[config.mk]
export PLATFORM = sky130hd
export DESIGN_NAME = ahct_front
export DESIGN_NICKNAME = d
export VERILOG_FILES = /design/src/rtl/aged_hash_cache_table_assert.svh /design/src/rtl/ahct_pkg.sv /design/src/rtl/ahct_front.sv
export SDC_FILE = /design/constraint.sdc
export NUM_CORES = 1
export LEC_CHECK = 0
export BUFFER_PORTS_ARGS = -buffer_cell sky130_fd_sc_hd__buf_2
export CORE_UTILIZATION = 45
export CTS_CLUSTER_SIZE = 28
export DETAILED_ROUTE_END_ITERATION = 10
export HOLD_SLACK_MARGIN = 0.08
export PLACE_DENSITY = 0.7
export SLEW_MARGIN = 0
export SYNTH_ARGS = -nofsm -noshare
export SYNTH_HDL_FRONTEND = slang
export SYNTH_SLANG_ARGS = --single-unit
[constraint.sdc]
create_clock -name clk_i -period 21.2 [get_ports clk_i]
set_input_delay 3.18 -clock clk_i [delete_from_list [all_inputs] [get_ports clk_i]]
set_output_delay 3.18 -clock clk_i [all_outputs]
set_load 0.005 [all_outputs]
[src/rtl/aged_hash_cache_table_assert.svh]
// Assertion macros used by the cache directory engine.
// Depends on clk_i and rst_ni being visible in the including module.
`ifndef AGED_HASH_CACHE_TABLE_ASSERT_SVH
`define AGED_HASH_CACHE_TABLE_ASSERT_SVH

// Property that must hold at every clock edge out of reset.
`define AHCT_ASSERT(lbl, prop, msg) \
  lbl: assert property (@(posedge clk_i) disable iff (!rst_ni) (prop)) else $error(msg);

// Antecedent in one cycle implies consequent in the next.
`define AHCT_ASSERT_NEXT(lbl, ante, cons, msg) \
  lbl: assert property (@(posedge clk_i) disable iff (!rst_ni) (ante) |=> (cons)) \
    else $error(msg);

`endif

[src/rtl/ahct_pkg.sv]
// Shared types and constants of the aged hash cache directory.
// No dependencies; used by every RTL module of the block.
package ahct_pkg;

  // Table geometry; the depth must be a power of two.
  localparam int unsigned TableDepth = 4096;
  localparam int unsigned IdxW       = $clog2(TableDepth);

  localparam int unsigned KeyW   = 64;
  localparam int unsigned SrcW   = 32;
  localparam int unsigned SigW   = 64;
  localparam int unsigned FrameW = 32;
  localparam int unsigned AgeW   = 16;
  localparam int unsigned SlotW  = 12;
  localparam int unsigned CountW = 13;
  localparam int unsigned StatW  = 3;
  localparam int unsigned ReqW   = 2;

  localparam logic [AgeW-1:0] EvictAgeReset = AgeW'(600);

  // Stream payload widths.
  localparam int unsigned InDataW  = 168;
  localparam int unsigned OutDataW = 64;

  typedef enum logic [ReqW-1:0] {
    REQ_ACCESS     = 2'd0,
    REQ_TICK       = 2'd1,
    REQ_INVALIDATE = 2'd2,
    REQ_QUERY      = 2'd3
  } req_e;

  typedef enum logic [StatW-1:0] {
    ST_HIT     = 3'd0,
    ST_INSERT  = 3'd1,
    ST_REPLACE = 3'd2,
    ST_FULL    = 3'd3,
    ST_PRESENT = 3'd4,
    ST_ABSENT  = 3'd5,
    ST_DONE    = 3'd6
  } status_e;

  // One classified request as it travels from front to engine.
  typedef struct packed {
    req_e            req;
    logic [KeyW-1:0] key;
    logic [SrcW-1:0] src;
    logic [SigW-1:0] sig;
    logic            chk;
    logic [IdxW-1:0] home;
  } item_t;

  // One table entry as stored in the directory memory.
  typedef struct packed {
    logic              valid;
    logic [KeyW-1:0]   key;
    logic [SrcW-1:0]   src;
    logic [SigW-1:0]   sig;
    logic [FrameW-1:0] stamp;
  } entry_t;

  // Request queue handshake toward the engine.
  typedef struct packed {
    logic  valid;
    item_t item;
  } queue_head_t;

  // Engine status seen by the front.
  typedef struct packed {
    logic clearing;
    logic pop;
  } eng_ctrl_t;

endpackage

[src/rtl/ahct_front.sv]
// Front end: accepts stream requests, computes the home slot, queues them.
// Depends on ahct_pkg.
module ahct_front (
  input  logic                             clk_i,
  input  logic                             rst_ni,
  input  logic                             s_axis_tvalid_i,
  output logic                             s_axis_tready_o,
  // Fields from bit 0: lookup_key(64), source_tag(32), content_sig(64), check_sig(1), zero pad.
  input  logic [ahct_pkg::InDataW-1:0]     s_axis_tdata_i,
  // Fields from bit 0: req_type(2).
  input  logic [ahct_pkg::ReqW-1:0]        s_axis_tuser_i,
  input  ahct_pkg::eng_ctrl_t              ctrl_i,
  output ahct_pkg::queue_head_t            head_o
);

  ahct_pkg::item_t  queue_q [2];
  logic             wr_ptr_q, rd_ptr_q;
  logic [1:0]       count_q;
  logic             push, pop;
  ahct_pkg::item_t  in_item;
  logic [ahct_pkg::KeyW-1:0] key;

  // Classify the incoming request and fold the key to its home slot.
  assign key          = s_axis_tdata_i[63:0];
  assign in_item.req  = ahct_pkg::req_e'(s_axis_tuser_i);
  assign in_item.key  = key;
  assign in_item.src  = s_axis_tdata_i[95:64];
  assign in_item.sig  = s_axis_tdata_i[159:96];
  assign in_item.chk  = s_axis_tdata_i[160];
  assign in_item.home = ahct_pkg::IdxW'(key[31:0] ^ key[63:32]);

  // No requests are taken while the table is being cleared after reset.
  assign s_axis_tready_o = (count_q != 2'd2) && !ctrl_i.clearing;
  assign push = s_axis_tvalid_i && s_axis_tready_o;
  assign pop  = ctrl_i.pop;

  assign head_o.valid = (count_q != 2'd0);
  assign head_o.item  = queue_q[rd_ptr_q];

  // Two-entry request queue.
  always_ff @(posedge clk_i or negedge rst_ni) begin
    if (!rst_ni) begin
      wr_ptr_q <= 1'b0;
      rd_ptr_q <= 1'b0;
      count_q  <= 2'd0;
    end else begin
      if (push) wr_ptr_q <= ~wr_ptr_q;
      if (pop)  rd_ptr_q <= ~rd_ptr_q;
      count_q <= count_q + 2'(push) - 2'(pop);
    end
  end

  always_ff @(posedge clk_i) begin
    if (push) queue_q[wr_ptr_q] <= in_item;
  end

endmodule

==> impl_metrics.prom <==
# TYPE chip_impl_metric gauge
chip_impl_metric{name="pin_count",unit=""} 352
chip_impl_metric{name="globalRoute.totalOverflow",unit=""} 0
chip_impl_metric{name="design.core.area",unit="um^2"} 29560
chip_impl_metric{name="reg2reg_slack",unit="ns"} 18.38
chip_impl_metric{name="synth.distinct_cells",unit=""} 16
chip_impl_metric{name="hold_slack",unit="ns"} 0.5168
chip_impl_metric{name="period_minus_slack",unit="ns"} 6.690
chip_impl_metric{name="worst_clock_skew",unit="ns"} 0.01052
chip_impl_metric{name="crit_required",unit="ns"} 18.02
chip_impl_metric{name="synth-seq-cells",unit=""} 354
chip_impl_metric{name="die_y",unit="um"} 175.3
chip_impl_info{name="tritoncts",value="done"} 1
chip_impl_metric{name="fp.dieArea",unit="um^2"} 30740
chip_impl_metric{name="drcViolationCount",unit=""} 0
chip_impl_metric{name="grt_pass1_vias",unit=""} 6793
chip_impl_metric{name="wl",unit="mm"} 24.62
chip_impl_info{name="min-delay-start",value="count_q[0]$_DFF_PN0_"} 1
chip_impl_metric{name="synth_area",unit="um^2"} 13520
chip_impl_metric{name="area_growth_syn_to_layout",unit="%"} 24.46
chip_impl_metric{name="n_fill_cell",unit=""} 2304
chip_impl_info{name="clockRootBuffer",value="clkbuf_16"} 1
chip_impl_info{name="crit-reg2reg-launch",value="count_q[1]$_DFF_PN0_"} 1
chip_impl_metric{name="final_layout_size_suffix_gt1_share",unit="%"} 59.86
chip_impl_metric{name="design_area",unit="um^2"} 16830
chip_impl_metric{name="finish.net_count",unit=""} 1123
chip_impl_metric{name="min_path_cells",unit=""} 1
chip_impl_metric{name="timing.critical_path.arrival",unit="ns"} 3.51
chip_impl_metric{name="critical_path.max_fanout",unit=""} 2
chip_impl_info{name="status",value="complete, no violations"} 1
chip_impl_metric{name="clk_transition_reported_paths",unit="ns"} 0.05
chip_impl_metric{name="max-cap-violations",unit=""} 0
chip_impl_metric{name="port_buffers",unit=""} 344
chip_impl_metric{name="reg2regPathDepth",unit=""} 4
chip_impl_metric{name="routedWlPerCell",unit="um"} 17.99
chip_impl_metric{name="number_of_failing_setup_endpoints_in_the_final_timing_report",unit=""} 0
chip_impl_metric{name="clk_latency",unit="ns"} 0.51
chip_impl_metric{name="firstDrtPassIters",unit=""} 4
chip_impl_metric{name="route.vias.total",unit=""} 6544
chip_impl_metric{name="p_leak",unit="uW"} 0.006621
chip_impl_info{name="setup_repair_after_global_routing_missed_its_margin",value="no"} 1
chip_impl_metric{name="ir_worst_vdd",unit="mV"} 0.08405
chip_impl_metric{name="postSynthCellCount",unit=""} 575
chip_impl_metric{name="die_width",unit="um"} 175.3
chip_impl_metric{name="gp_congestion",unit=""} 0.7187
chip_impl_metric{name="post_cts_resized",unit=""} 0
chip_impl_info{name="hp-class",value="reg2reg"} 1
chip_impl_info{name="startpoint_type",value="input pin"} 1
chip_impl_metric{name="place_area",unit="um^2"} 15590
chip_impl_metric{name="power.density_cell_area",unit="nW/um^2"} 124.0
chip_impl_metric{name="grt_antenna_before_repair",unit=""} 4
chip_impl_metric{name="tritoncts_num_sinks",unit=""} 354
chip_impl_metric{name="mean_instance_size_in_the_synthesized_netlist",unit="um^2"} 23.51
chip_impl_info{name="setup.worst_path.end_class",value="output port"} 1
chip_impl_metric{name="vias_per_cell",unit=""} 4.784
chip_impl_metric{name="htree_num_levels",unit=""} 2
chip_impl_metric{name="cts_buffers",unit=""} 38
chip_impl_metric{name="global_route_wire_length_before_repair",unit="mm"} 36.85
chip_impl_metric{name="dr.first_iter.drc_count",unit=""} 325
chip_impl_metric{name="effective_utilization_at_floorplan",unit="%"} 45.74
chip_impl_metric{name="antenna_left",unit=""} 0
chip_impl_metric{name="detailedPlacementHpwl",unit="mm"} 16.13
chip_impl_metric{name="setup_tns",unit="ns"} 0
chip_impl_metric{name="holdBufCountCts",unit=""} 0
chip_impl_metric{name="yosys_warnings",unit=""} 0
chip_impl_info{name="whs_endpoint",value="count_q[0]$_DFF_PN0_"} 1
chip_impl_metric{name="core.rowCount",unit=""} 63
chip_impl_metric{name="grtUsageTotal",unit="%"} 15.60
chip_impl_metric{name="part_of_the_cycle_the_worst_path_needs",unit="%"} 31.56
chip_impl_info{name="timing.rr.end",value="queue_q[0][63]$_DFFE_PP_"} 1
chip_impl_metric{name="clock_path_buffers",unit=""} 3
chip_impl_info{name="crit_type",value="in2out"} 1
chip_impl_metric{name="hold_violations",unit=""} 0
chip_impl_metric{name="synth-seq-area-share",unit="%"} 78.47
chip_impl_metric{name="worst_slew_margin_rel",unit="%"} 23.36
chip_impl_metric{name="tightest_slew",unit="ns"} 1.150
chip_impl_metric{name="postCtsSetupBuffers",unit=""} 0
chip_impl_metric{name="final_max_slew_viol_count",unit=""} 0
chip_impl_metric{name="maxClockFrequency",unit="MHz"} 149.5
chip_impl_metric{name="grt_start_max_net_pins",unit=""} 80
chip_impl_metric{name="syn_nets",unit=""} 752
## cell families (layout without fill, tap and decap cells)
family,after synthesis,after routing,share of synthesized area [%]
and+or+nand+nor,7,7,0.2869
buffers and inverters,21,420,1.555
xor gates and xnor gates,16,16,1.037
adders and majority gates,2,2,0.1851
other,0,4,0
DFF,354,354,78.47
muxes,175,175,18.46
## routing by layer
| metal | wire length, um | GRT usage, % | vias to the layer above |
|---|---|---|---|
| met5 | 13 | 0 | - |
| li1 | - | - | 3041 |
| met4 | 833 | 6.341 | 2 |
| met2 | 12130 | 26.62 | 252 |
| met1 | 9449 | 18.00 | 3196 |
| met3 | 2189 | 5.281 | 53 |
## worst max path at each step
stage / from / endpoint / depth (start not counted)
CTS: rd_ptr_q$_DFFE_PN0P_ / head_o[3] / 4
global placement: ctrl_i[1] / s_axis_tready_o / 3
detailed placement: ctrl_i[1] / s_axis_tready_o / 3
global route: rd_ptr_q$_DFFE_PN0P_ / head_o[3] / 4
finish: ctrl_i[1] / s_axis_tready_o / 3
floorplan: s_axis_tvalid_i / queue_q[0][0]$_DFFE_PP_ / 3
## Yosys cell counts
master	number	share of area (%)
buf_2	3	0.11
nor2_1	1	0.028
nor2b_1	2	0.093
nand2_1	1	0.028
buf_6	17	1.4
mux2_2	35	2.9
xnor2_1	3	0.19
ha_1	2	0.19
nand2b_1	1	0.046
or2_2	1	0.046
dfrtp_1	4	0.74
inv_1	1	0.028
mux2_4	140	16
and3_1	1	0.046
edfxtp_1	350	78
xor2_1	13	0.84
## final cells by class
type | count | area [um^2] | share of cell area [%]
Antenna cell | 4 | 10.01 | 0.05948
Timing Repair Buffer | 351 | 1774 | 10.54
Multi-Input combinational cell | 200 | 2713 | 16.12
Sequential cell | 354 | 10610 | 63.08
Tap cell | 390 | 488.0 | 2.900
Clock buffer | 50 | 1060 | 6.298
Clock inverter | 18 | 165.2 | 0.9815
Inverter | 1 | 3.754 | 0.02231
## worst max-delay path, cell delays in order
cell and delay, ns:
buf_2 0.10, nor2b_1 0.10, buf_2 0.12
## metrics by stage
step / utilization (%) / total power [uW] / worst slack (ns) / instances
4_1_cts: 56.89 / 2122 / 14.49 / 1364
2_1_floorplan: - / 1311 / 9.797 / 575
3_3_place_gp: 52.75 / 1468 / 14.52 / 1296
6_report: 56.93 / 2087 / 14.51 / 1368
3_5_place_dp: 52.75 / 1477 / 14.51 / 1296
5_1_grt: 56.91 / 2180 / 14.39 / 1366
## power by group
| group | internal [uW] | leakage (uW) | switching [uW] |
|---|---|---|---|
| combinational | 302 | 0.00277 | 244 |
| sequential | 873 | 0.00324 | 31.0 |
| clock | 388 | 0.000604 | 249 |
| total | 1560 | 0.00662 | 523 |
## sequential cells by signal (all words and copies together), names as in the netlist
register / count
queue_q: 350
count_q: 2
rd_ptr_q: 1
wr_ptr_q: 1
## placed cells by master, fill, tap and decap left out, drive strengths merged
cell type,n
mux2,175
clkbuf,50
or2,1
dfrtp,4
diode,4
bufinv,3
buf,351
xor2,13
nand2,1
clkinv,14
ha,2
nor2b,2
xnor2,3
edfxtp,350
nor2,1
inv,2
nand2b,1
and3,1
Note: power is estimated with default switching activity, not from simulation.
